## src/sv/sorted_integer_set_table_top_macros.svh

```systemverilog
// ----------------------------------------------------------------------------
// sorted integer set table assertion macros
// concurrent check wrappers, empty when SYNTHESIS is defined
// ----------------------------------------------------------------------------
`ifndef SORTED_INTEGER_SET_TABLE_TOP_MACROS_SVH
`define SORTED_INTEGER_SET_TABLE_TOP_MACROS_SVH

`ifndef SYNTHESIS

// same-cycle implication
`define SIST_ASSERT_IMP(label, clk, rst, pre, post) \
   label: assert property (@(posedge clk) disable iff (rst) (pre) |-> (post)) \
      else $error("sist same-cycle check failed");

// next-cycle implication
`define SIST_ASSERT_NXT(label, clk, rst, pre, post) \
   label: assert property (@(posedge clk) disable iff (rst) (pre) |=> (post)) \
      else $error("sist next-cycle check failed");

`else

`define SIST_ASSERT_IMP(label, clk, rst, pre, post)
`define SIST_ASSERT_NXT(label, clk, rst, pre, post)

`endif

`endif

```

## src/sv/sist_pkg.sv

```systemverilog
// ----------------------------------------------------------------------------
// sist_pkg
// types, codes and sizes shared by the sorted integer set table
// ----------------------------------------------------------------------------
package sist_pkg;

   localparam int CAPACITY      = 16;
   localparam int VALUE_W       = 32;
   localparam int POS_W         = 4;
   localparam int STATUS_W      = 3;
   localparam int ENTRY_COUNT_W = 5;
   localparam int IDX_W         = (CAPACITY > 1) ? $clog2(CAPACITY) : 1;
   localparam int CNT_W         = $clog2(CAPACITY + 1);
   localparam int CMP_W         = (CNT_W > POS_W) ? CNT_W : POS_W;

   // request codes
   localparam logic [1:0] REQ_INSERT = 2'd0;
   localparam logic [1:0] REQ_REMOVE = 2'd1;
   localparam logic [1:0] REQ_READ   = 2'd2;

   // status codes
   localparam logic [STATUS_W-1:0] STATUS_INSERTED  = 3'd0;
   localparam logic [STATUS_W-1:0] STATUS_DUPLICATE = 3'd1;
   localparam logic [STATUS_W-1:0] STATUS_FULL      = 3'd2;
   localparam logic [STATUS_W-1:0] STATUS_REMOVED   = 3'd3;
   localparam logic [STATUS_W-1:0] STATUS_NOT_FOUND = 3'd4;
   localparam logic [STATUS_W-1:0] STATUS_READ      = 3'd5;

   typedef struct packed {
      logic [1:0]                req_type;
      logic signed [VALUE_W-1:0] value;
      logic [POS_W-1:0]          position;
   } sist_req_type;

   typedef struct packed {
      logic [STATUS_W-1:0]       status;
      logic                      position_valid;
      logic signed [VALUE_W-1:0] entry_value;
      logic [ENTRY_COUNT_W-1:0]  entry_count;
   } sist_rsp_type;

   typedef enum logic [3:0] {
      S_IDLE,
      S_SRCH_RD,
      S_SRCH_CMP,
      S_INS_RD,
      S_INS_WR,
      S_REM_RD,
      S_REM_WR,
      S_READ_RD,
      S_READ_OUT
   } state_type;

endpackage

```

## src/sv/sist_ram.sv

```systemverilog
// ----------------------------------------------------------------------------
// sist_ram
// generic single-write, single-read ram with registered read data
// ----------------------------------------------------------------------------
module sist_ram #(
   parameter int WIDTH = 32,
   parameter int DEPTH = 16,
   parameter int ADDR_W = (DEPTH > 1) ? $clog2(DEPTH) : 1
) (
   input  logic              clock,
   input  logic              wr_en,
   input  logic [ADDR_W-1:0] wr_addr,
   input  logic [WIDTH-1:0]  wr_data,
   input  logic              rd_en,
   input  logic [ADDR_W-1:0] rd_addr,
   output logic [WIDTH-1:0]  rd_data
);

   logic [WIDTH-1:0] mem_ff [DEPTH];
   logic [WIDTH-1:0] rd_data_ff;

   always_ff @(posedge clock) begin
      if (wr_en) begin
         mem_ff[wr_addr] <= wr_data;
      end
      if (rd_en) begin
         rd_data_ff <= mem_ff[rd_addr];
      end
   end

   assign rd_data = rd_data_ff;

endmodule

```

## src/sv/sorted_integer_set_table_top.sv

```systemverilog
// ----------------------------------------------------------------------------
// sorted_integer_set_table_top
// ascending set of distinct signed 32-bit values with insert, remove and read
// ----------------------------------------------------------------------------
// sequence: insert and remove first search up from position 0; an insert then
//   shifts larger entries up and writes the value, a remove shifts later entries down
// throughput: one request at a time; each entry visited needs a read state and then a compare or write state (one ram
//   port, registered read data); busy falls as the result is strobed
// reset: synchronous, clears the sequencer, count and strobe; entry ram is not
//   cleared, only positions below count are ever read; the receiver cannot stall
`include "sorted_integer_set_table_top_macros.svh"

module sorted_integer_set_table_top (
   input  logic                  clock,
   input  logic                  reset,
   input  logic                  start,
   output logic                  busy,
   input  sist_pkg::sist_req_type req_item,
   output logic                  rsp_strobe,
   output sist_pkg::sist_rsp_type rsp_item
);

   import sist_pkg::*;

   // sequencer and datapath registers
   state_type    state_ff, state_in;
   logic [CNT_W-1:0] ptr_ff, ptr_in;
   logic [CNT_W-1:0] target_ff, target_in;
   logic [CNT_W-1:0] count_ff, count_in;
   sist_req_type req_ff, req_in;
   sist_rsp_type rsp_ff, rsp_in;
   logic         rsp_strobe_ff, rsp_strobe_in;

   // entry ram controls
   logic               ram_wr_en;
   logic [IDX_W-1:0]   ram_wr_addr;
   logic [VALUE_W-1:0] ram_wr_data;
   logic               ram_rd_en;
   logic [IDX_W-1:0]   ram_rd_addr;
   logic [VALUE_W-1:0] ram_rd_data;

   // shared compare unit: stored entry against the request value
   logic cmp_eq;
   logic cmp_gt;
   logic srch_end;
   logic set_full;
   logic ins_done;
   logic rem_done;
   logic pos_ok;
   logic is_insert;

   assign cmp_eq    = $signed(ram_rd_data) == $signed(req_ff.value);
   assign cmp_gt    = $signed(ram_rd_data) >  $signed(req_ff.value);
   assign srch_end  = ptr_ff == count_ff;
   assign set_full  = count_ff >= CNT_W'(CAPACITY);
   assign ins_done  = ptr_ff == target_ff;
   assign rem_done  = (ptr_ff + CNT_W'(1)) == count_ff;
   assign pos_ok    = CMP_W'(req_ff.position) < CMP_W'(count_ff);
   assign is_insert = req_ff.req_type == REQ_INSERT;

   function automatic sist_rsp_type make_rsp(
      input logic [STATUS_W-1:0]  status,
      input logic                 valid,
      input logic [VALUE_W-1:0]   entry,
      input logic [CNT_W-1:0]     cnt
   );
      sist_rsp_type r;
      r.status         = status;
      r.position_valid = valid;
      r.entry_value    = entry;
      r.entry_count    = ENTRY_COUNT_W'(cnt);
      return r;
   endfunction

   sist_ram #(
      .WIDTH (VALUE_W),
      .DEPTH (CAPACITY)
   ) u_entries (
      .clock   (clock),
      .wr_en   (ram_wr_en),
      .wr_addr (ram_wr_addr),
      .wr_data (ram_wr_data),
      .rd_en   (ram_rd_en),
      .rd_addr (ram_rd_addr),
      .rd_data (ram_rd_data)
   );

   // next state
   always_comb begin
      state_in = state_ff;
      case (state_ff)
         S_IDLE: begin
            if (start) begin
               case (req_item.req_type)
                  REQ_INSERT, REQ_REMOVE: state_in = S_SRCH_RD;
                  REQ_READ:               state_in = S_READ_RD;
                  default:                state_in = S_IDLE;
               endcase
            end
         end
         S_SRCH_RD: begin
            if (srch_end) begin
               state_in = (is_insert && !set_full) ? S_INS_RD : S_IDLE;
            end else begin
               state_in = S_SRCH_CMP;
            end
         end
         S_SRCH_CMP: begin
            if (cmp_eq) begin
               state_in = is_insert ? S_IDLE : S_REM_RD;
            end else if (cmp_gt) begin
               state_in = (is_insert && !set_full) ? S_INS_RD : S_IDLE;
            end else begin
               state_in = S_SRCH_RD;
            end
         end
         S_INS_RD:   state_in = ins_done ? S_IDLE : S_INS_WR;
         S_INS_WR:   state_in = S_INS_RD;
         S_REM_RD:   state_in = rem_done ? S_IDLE : S_REM_WR;
         S_REM_WR:   state_in = S_REM_RD;
         S_READ_RD:  state_in = pos_ok ? S_READ_OUT : S_IDLE;
         S_READ_OUT: state_in = S_IDLE;
         default:    state_in = S_IDLE;
      endcase
   end

   // datapath and outputs
   always_comb begin
      ptr_in        = ptr_ff;
      target_in     = target_ff;
      count_in      = count_ff;
      req_in        = req_ff;
      rsp_in        = rsp_ff;
      rsp_strobe_in = 1'b0;
      ram_wr_en     = 1'b0;
      ram_wr_addr   = ptr_ff[IDX_W-1:0];
      ram_wr_data   = ram_rd_data;
      ram_rd_en     = 1'b0;
      ram_rd_addr   = ptr_ff[IDX_W-1:0];
      case (state_ff)
         S_IDLE: begin
            if (start) begin
               // request transfer
               req_in = req_item;
               ptr_in = '0;
               if (req_item.req_type != REQ_INSERT && req_item.req_type != REQ_REMOVE
                   && req_item.req_type != REQ_READ) begin
                  // unused type answers as an invalid read
                  rsp_in        = make_rsp(STATUS_READ, 1'b0, '0, count_ff);
                  rsp_strobe_in = 1'b1;
               end
            end
         end
         S_SRCH_RD: begin
            if (srch_end) begin
               // value above every entry, or set empty
               if (!is_insert) begin
                  rsp_in        = make_rsp(STATUS_NOT_FOUND, 1'b0, '0, count_ff);
                  rsp_strobe_in = 1'b1;
               end else if (set_full) begin
                  rsp_in        = make_rsp(STATUS_FULL, 1'b0, '0, count_ff);
                  rsp_strobe_in = 1'b1;
               end else begin
                  target_in = ptr_ff;
                  ptr_in    = count_ff;
               end
            end else begin
               ram_rd_en = 1'b1;
            end
         end
         S_SRCH_CMP: begin
            if (cmp_eq) begin
               if (is_insert) begin
                  rsp_in        = make_rsp(STATUS_DUPLICATE, 1'b0, '0, count_ff);
                  rsp_strobe_in = 1'b1;
               end
            end else if (cmp_gt) begin
               // first larger entry: insert slot, or proof of absence
               if (!is_insert) begin
                  rsp_in        = make_rsp(STATUS_NOT_FOUND, 1'b0, '0, count_ff);
                  rsp_strobe_in = 1'b1;
               end else if (set_full) begin
                  rsp_in        = make_rsp(STATUS_FULL, 1'b0, '0, count_ff);
                  rsp_strobe_in = 1'b1;
               end else begin
                  target_in = ptr_ff;
                  ptr_in    = count_ff;
               end
            end else begin
               ptr_in = ptr_ff + CNT_W'(1);
            end
         end
         S_INS_RD: begin
            if (ins_done) begin
               ram_wr_en     = 1'b1;
               ram_wr_addr   = target_ff[IDX_W-1:0];
               ram_wr_data   = req_ff.value;
               count_in      = count_ff + CNT_W'(1);
               rsp_in        = make_rsp(STATUS_INSERTED, 1'b0, '0, count_in);
               rsp_strobe_in = 1'b1;
            end else begin
               // fetch the entry below the hole
               ram_rd_en   = 1'b1;
               ram_rd_addr = IDX_W'(ptr_ff - CNT_W'(1));
            end
         end
         S_INS_WR: begin
            ram_wr_en = 1'b1;
            ptr_in    = ptr_ff - CNT_W'(1);
         end
         S_REM_RD: begin
            if (rem_done) begin
               count_in      = count_ff - CNT_W'(1);
               rsp_in        = make_rsp(STATUS_REMOVED, 1'b0, '0, count_in);
               rsp_strobe_in = 1'b1;
            end else begin
               // fetch the entry above the gap
               ram_rd_en   = 1'b1;
               ram_rd_addr = IDX_W'(ptr_ff + CNT_W'(1));
            end
         end
         S_REM_WR: begin
            ram_wr_en = 1'b1;
            ptr_in    = ptr_ff + CNT_W'(1);
         end
         S_READ_RD: begin
            if (pos_ok) begin
               ram_rd_en   = 1'b1;
               ram_rd_addr = IDX_W'(req_ff.position);
            end else begin
               rsp_in        = make_rsp(STATUS_READ, 1'b0, '0, count_ff);
               rsp_strobe_in = 1'b1;
            end
         end
         S_READ_OUT: begin
            rsp_in        = make_rsp(STATUS_READ, 1'b1, ram_rd_data, count_ff);
            rsp_strobe_in = 1'b1;
         end
         default: begin
            rsp_strobe_in = 1'b0;
         end
      endcase
   end

   // control registers
   always_ff @(posedge clock) begin
      if (reset) begin
         state_ff      <= S_IDLE;
         count_ff      <= '0;
         rsp_strobe_ff <= 1'b0;
      end else begin
         state_ff      <= state_in;
         count_ff      <= count_in;
         rsp_strobe_ff <= rsp_strobe_in;
      end
   end

   // payload registers
   always_ff @(posedge clock) begin
      ptr_ff    <= ptr_in;
      target_ff <= target_in;
      req_ff    <= req_in;
      rsp_ff    <= rsp_in;
   end

   assign busy       = state_ff != S_IDLE;
   assign rsp_strobe = rsp_strobe_ff;
   assign rsp_item   = rsp_ff;

   // every result reports the live count
   `SIST_ASSERT_IMP(a_rsp_count, clock, reset, rsp_strobe_ff,
      rsp_ff.entry_count == ENTRY_COUNT_W'(count_ff))
   // an accepted request keeps the block busy next cycle unless answered at once
   `SIST_ASSERT_NXT(a_accept_busy, clock, reset,
      start && !busy && (req_item.req_type == REQ_INSERT ||
      req_item.req_type == REQ_REMOVE || req_item.req_type == REQ_READ),
      busy)
   // the result cycle finds the sequencer back at rest
   `SIST_ASSERT_IMP(a_rsp_idle, clock, reset, rsp_strobe_ff, !busy)
   // a successful insert grows the set by one
   `SIST_ASSERT_IMP(a_ins_count, clock, reset,
      rsp_strobe_ff && rsp_ff.status == STATUS_INSERTED,
      count_ff == $past(count_ff) + CNT_W'(1))
   // entry value only carries data for a valid read
   `SIST_ASSERT_IMP(a_rsp_zero, clock, reset, rsp_strobe_ff && !rsp_ff.position_valid,
      rsp_ff.entry_value == '0)

endmodule

```

## config.mk

```make
export PLATFORM = sky130hd
export DESIGN_NAME = sorted_integer_set_table_top
export DESIGN_NICKNAME = d
export VERILOG_FILES = /design/src/sv/sist_pkg.sv /design/src/sv/sist_ram.sv /design/src/sv/sorted_integer_set_table_top.sv
export VERILOG_INCLUDE_DIRS = /design/src /design/src/sv
export SDC_FILE = /design/constraint.sdc
export NUM_CORES = 1
export LEC_CHECK = 0
export BUFFER_PORTS_ARGS = -buffer_cell sky130_fd_sc_hd__buf_2
export CAP_MARGIN = 20
export CORE_MARGIN = 4
export CORE_UTILIZATION = 60
export DETAILED_ROUTE_END_ITERATION = 10
export GPL_TIMING_DRIVEN = 0
export HOLD_SLACK_MARGIN = 0.05
export PLACE_DENSITY_LB_ADDON = 0.3
export SETUP_SLACK_MARGIN = 0.02
export SLEW_MARGIN = 10
export SYNTH_ARGS = -nofsm -noshare
export SYNTH_HDL_FRONTEND = slang
export SYNTH_SLANG_ARGS = --single-unit
```

## constraint.sdc

```tcl
create_clock -name clock -period 8.75 [get_ports clock]
set_input_delay 0.4375 -clock clock [delete_from_list [all_inputs] [get_ports clock]]
set_output_delay 0.4375 -clock clock [all_outputs]
set_load 0.005 [all_outputs]
```

# == Word level (Yosys, flattened, before mapping) ==
# Memories as Yosys holds them, arrays and structs flattened. A register that Yosys moved wholly into a read port is not among the register bits.
# Index checks and enable logic that the tools add are counted.
# word_totals
register_bits,99
latch_bits,0
ramBits,512
rom_bits,0
input_bits,41
output_inout_bits,43
word_cells,133
mem_count,1
# memory_table
memory,depth,word_bits,rd,rd_ports_with_merged_regs,write_ports,line,source
u_entries.mem_ff,16,32,1,1,1,sist_ram.sv:19,logic [WIDTH-1:0] mem_ff [DEPTH];
# op_classes
add_sub_neg,4
n_mul,0
div,0
magnitude_cmp,3
eq_ne,26
shift,0
mux,67
bitwise_logic,0
n_reduce_logical,20
# ops
op,count
2-to-1 mux 41 bit,11
one-hot mux 41 bit (7 select lines),1
2-to-1 mux 5 bit,13
2-to-1 mux 32 bit,2
equality test 32 bit,1
greater-than comparator 32 bit,1
one-hot mux 4 bit (8 select lines),1
2-to-1 mux 4 bit,7
one-hot mux 5 bit (5 select lines),1
one-hot mux 5 bit (2 select lines),2
!= test 2 bit (second input constant),9
2-to-1 mux 1 bit,17
equality test 4 x 3 -> 1 bit (second input constant),4
equality test 5 bit,3
2-to-1 mux 3 bit,4
one-hot mux 4 bit (3 select lines),1
adder 5 x 1 -> 5 bit (second input constant),2
subtractor 5 x 1 -> 5 bit (second input constant),2
AND reduction 9 bit,1
equality test 4 x 2 -> 1 bit (second input constant),2
AND reduction 4 bit,2
one-hot mux 1 bit (7 select lines),1
nonzero test 7 bit,1
2-to-1 mux 2 bit,3
21 further kinds,28

# == Longest topological paths before layout ==
# depth
ltp_word,7
mapped_depth,15
depth_no_buf,10

# == Modules after synthesis ==
# From an unflattened synthesis, not the netlist that was laid out.
# hier_totals
cells_unflattened,1454
area_unflattened_um2,26230.2
# modules_own_cells
module,n_inst,cells_per_inst,area_per_inst_um2
sist_ram,1,838,20155.6
sorted_integer_set_table_top,1,616,6074.6

# == Worst setup path before layout ==
# No wires, ideal clock.
# synth_path
path_kind,reg2reg
startpoint,register ptr_ff[1]
endpoint,"register rsp_ff, in the netlist rsp_item[0], enable pin"
setup_time_ps,491
t_arrival_ps,6686
path_slack_ps,1573
stages_incl_launch_ff,11
synth_period_minus_slack_ps,7177
path_cell_list,edfxtp_1 > buf_1 > inv_1 > ha_1 > clkbuf_1 > xnor2_1 > o211ai_2 > a211o_1 > o211ai_1 > o21ai_0 > nor3_1
# synth_between
elab_chain_cells,4
elab_cells_between_ends,8
cone_classes,1 x add/sub; 6 x eq/ne; 1 x reduce/logical
# synth_rtl
item,line,source
from (decl),sorted_integer_set_table_top.sv:27,"logic [CNT_W-1:0] ptr_ff, ptr_in;"
from (signal assigned),sorted_integer_set_table_top.sv:260,ptr_ff <= ptr_in;
adder 5 x 1 -> 5 bit,sorted_integer_set_table_top.sv:57,assign rem_done = (ptr_ff + CNT_W'(1)) == count_ff;
equality test 5 bit,sorted_integer_set_table_top.sv:57,
!= test 2 bit (no source line),-,
AND reduction 9 bit (no source line) (*),-,
to (signal assigned),sorted_integer_set_table_top.sv:263,rsp_ff <= rsp_in;
to (decl),sorted_integer_set_table_top.sv:31,"sist_rsp_type rsp_ff, rsp_in;"
# Every way passes the cells marked *; elsewhere a longest branch is shown, timed or not.
# A chain may end at the register's enable or synchronous reset.

# == Worst setup path in the final report ==
# layout_path
startpoint,register ptr_ff[1]
endpoint,"register u_entries.rd_data_ff[13] (netlist: u_entries.rd_data[13]), read port of u_entries.mem_ff (data pin)"
# layout_between
elab_chain_cells,4
elab_cells_between_ends,13
cone_classes,2 x add/sub; 3 x eq/ne; 8 x mux
# layout_rtl
item,line,source
adder 5 x 1 -> 5 bit,sorted_integer_set_table_top.sv:57,
equality test 5 bit,sorted_integer_set_table_top.sv:57,
2-to-1 mux 1 bit / 2-to-1 mux 4 bit (equally long branches),sorted_integer_set_table_top.sv:212,if (rem_done) begin
one-hot mux 1 bit (4 select lines) / one-hot mux 4 bit (3 select lines) (equally long branches),sorted_integer_set_table_top.sv:140,case (state_ff)
to (decl),sist_ram.sv:20,logic [WIDTH-1:0] rd_data_ff;
# Parallel ways exist; a longest one is shown, timed or not.

==> run summary <==
Status: finished clean
Final hold violations: 0
WP data required: 9.11 ns
Syn-to-layout area delta: 15.60%
Leading post-synthesis cells by cell area: edfxtp_1 (69%), mux2i_1 (3.7%), nand3_1 (2.3%)
WS Path Type: flop to flop
Most common cell after layout, fill and taps aside: edfxtp_1
H-tree levels: 2
WL final: 74990 um
CTS Hold Bufs: 37
Initial antenna violation count: 1
Nets@finish: 2170
# rows: 78
Largest net degree at the start of global routing: 36
Starting Density: 0.6067
GP Congestion: 0.9009
Via Count: 18270
Post-synth EDFFs: 633
Ys async rst share: 0
Ys flop type: edfxtp_1
Worst hold slack: 0.07195 ns
Distinct cell type count after synthesis: 81
Sink Count: 643
DIE HEIGHT: 222.0 um
Pwr/cell area: 338.8 nW/um2
Post-synth top area share: 0.6918
DRC violations left: 0
Switching Fraction: 0.3655
Total grt overflow: 0
Insertion delay to the later sink of the worst-skew pair: 0.63 ns
Overall Global Routing Usage: 0.2975
Multi-input logic area: 7721 um2
Yosys reg bits: 643
Cells after synthesis: 1858
Filler cells: 2853
WL/cell: 27.39 um
Worst clock skew: 0.01713 ns
Die area: 49280 um2
Leak: 11.11 nW
Crit-path max cell delay: 0.69 ns
Gr busiest metal: met2
# Post-CTS Setup Buffers: 0
Final Max Slew Viols: 0
I/O Buffers: 83
1st-iter DRT viols: 2510
Dpl ws: 3.099 ns
Root buffer cell: clkbuf_16
Crit path cell chain: buf_1, inv_1, ha_1, clkbuf_1, xnor2_1, o211ai_2, a211oi_2, o2111ai_1, nand2_2, buf_2, mux4_2, a211oi_1, nand3_1
N_diodes: 0
Clock-pin slew on the worst setup and hold paths: 0.07 ns
Worst path arrival time: 6.09 ns
IO Pins: 84
Crit start category: flop
CP Max Fanout: 10
Worst-Margin Slew: 1.137 ns
Syn avg cell area: 14.79 um2
Max_cap viols: 0
Syn. warnings: 0
Hold/Removal Path Class: primary input to flop
Final min period: 5.737 ns
HPWL after DPL: 51220 um
Unrepaired setup endpoints after global routing: false
Register Area: 19210 um2
GR Layer Usage met1: 0.4253
Vias in the first global route: 17850
Net Sw Power: 0.003933 W
Die X: 222.0 um
Sequential area share after synthesis: 0.6991
Internal power: 0.006829 W
Fmax: 0.1743 GHz
Combinational power share: 0.358
Peak VDD IR: 0.2252 mV
Finish-stage setup viols: 0
Clock share of power: 0.242
Commonest cells after routing, fill and taps aside: edfxtp_1 (633), nand3_1 (127), buf_2 (114)
CTS resizes: 0
Core ar.: 45280 um2
Fin crit share: 0.6557
Cts bufs inserted: 61
DR vias/cell: 6.672
Critical path endpoint category: flop
Layout cells sized above 1: 0.1632
Routed Antenna Nets: 0
Flop pwr share: 0.400
Rel. slew slack: 0.2366
Post-Syn Nets: 1939
GR Util met2: 0.4747
Grt met3 use: 0.06051
Final WS setup: 3.013 ns
Slowest CP cell: a211oi_2
Cell taking the most area after synthesis: edfxtp_1
Cell Area, Synth: 27480 um2
First-pass GRT wire length: 111600 um
First-pass DRT Iterations: 6
TritonCTS clock tree: done
Clk buf depth: 3
## stage by stage
| step | cells | setup TNS, ns | util | cell area (um2) | total power (W) |
|---|---|---|---|---|---|
| 3_5_place_dp | 2588 | 0 | 0.6499 | 29430 | 0.008054 |
| 4_1_cts | 2737 | 0 | 0.7012 | 31750 | 0.01066 |
| 6_report | 2738 | 0 | 0.7014 | 31760 | 0.01076 |
| 5_1_grt | 2738 | 0 | 0.7014 | 31760 | 0.01115 |
| 2_1_floorplan | 1858 | 0 | - | 27480 | 0.006515 |
| 3_3_place_gp | 2541 | -56.27 | 0.6325 | 28640 | 0.007841 |
## synth_stat cells, types with 6 or more instances
| cell type | count |
|---|---|
| a21boi_0 | 6 |
| xnor2_1 | 15 |
| a211oi_1 | 63 |
| and3_1 | 36 |
| o211ai_1 | 38 |
| edfxtp_1 | 633 |
| ha_1 | 40 |
| buf_2 | 26 |
| o22ai_1 | 38 |
| nor4_1 | 7 |
| a21oi_1 | 43 |
| mux4_2 | 15 |
| mux2_2 | 36 |
| buf_4 | 7 |
| nand3_1 | 127 |
| o21ai_1 | 12 |
| dfxtp_1 | 10 |
| nand4_1 | 7 |
| nor2b_1 | 7 |
| nor3_1 | 11 |
| a21o_1 | 13 |
| o22a_1 | 16 |
| nor2_1 | 55 |
| clkbuf_1 | 71 |
| a221oi_1 | 7 |
| inv_1 | 49 |
| mux2i_1 | 102 |
| or4b_1 | 15 |
| o21ai_0 | 107 |
| nor3b_1 | 16 |
| nand2_1 | 81 |
| buf_1 | 13 |
| a22o_1 | 32 |
## per-layer routing
layer	up-vias	wire length [um]
met5	-	13
met4	2	1996
met3	158	8686
met2	1259	35270
met1	9010	29020
li1	7838	-
## final cells by class
class                   count  area share
multi-input cells        1045      0.2431
plain buffers             121     0.01710
clock buffers              77     0.05062
flip-flops and latches    643      0.6048
well taps                 600     0.02364
clock inverters            35     0.01087
inverters                  49    0.005791
repair buffers            168     0.04408
## flip-flops by register name, summed over array words and instances, names as in the netlist
signal,flops
count_ff,5
req_ff,38
u_entries.rd_data,32
state_ff,4
rsp_item,41
target_ff,5
u_entries.mem_ff,512
rsp_strobe,1
ptr_ff,5
## worst paths after layout
kind	from	end	slack (ns)	cells past startpoint
hold / removal	reset	count_ff[1]$_SDFFE_PP0P_	0.07	2
setup / recovery	ptr_ff[1]$_DFFE_PP_	u_entries.rd_data[13]$_DFFE_PP_	3.01	13
hold reg to reg	ptr_ff[2]$_DFFE_PP_	target_ff[2]$_DFFE_PP_	0.45	0
setup reg to reg	ptr_ff[1]$_DFFE_PP_	u_entries.rd_data[13]$_DFFE_PP_	3.01	13
## critical path: cells and delay by family (launching register included)
family	cells	cell delay, ns
flip-flops	1	0.43
AO/OA/AOI/OAI	4	2.00
AND/OR/NAND/NOR	2	0.47
buffers and inverters	4	1.43
XOR/XNOR	1	0.18
adder cells (fa/ha/maj)	1	0.33
multiplexers	1	0.58
## cells by family (layout without fill, tap and decap cells)
family | Yosys count | count (layout) | share of synthesized area
AO/OA/AOI/OAI | 434 | 434 | 0.1084
flip-flops | 643 | 643 | 0.6991
buffers and inverters | 170 | 450 | 0.02646
adder cells (fa/ha/maj) | 40 | 40 | 0.01822
multiplexers | 153 | 153 | 0.06421
XOR/XNOR | 21 | 21 | 0.007241
AND/OR/NAND/NOR | 397 | 397 | 0.07637
## power by group through the flow
stage / Sequential, W / Combinational (W) / Clock [W]
final: 0.00431 / 0.00385 / 0.00260
after global routing: 0.00432 / 0.00407 / 0.00276
after CTS: 0.00430 / 0.00375 / 0.00261
after detailed placement: 0.00436 / 0.00369 / 0
after global placement: 0.00441 / 0.00343 / 0
after floorplan: 0.00431 / 0.00220 / 0
Power figures use the tool's default switching activity.
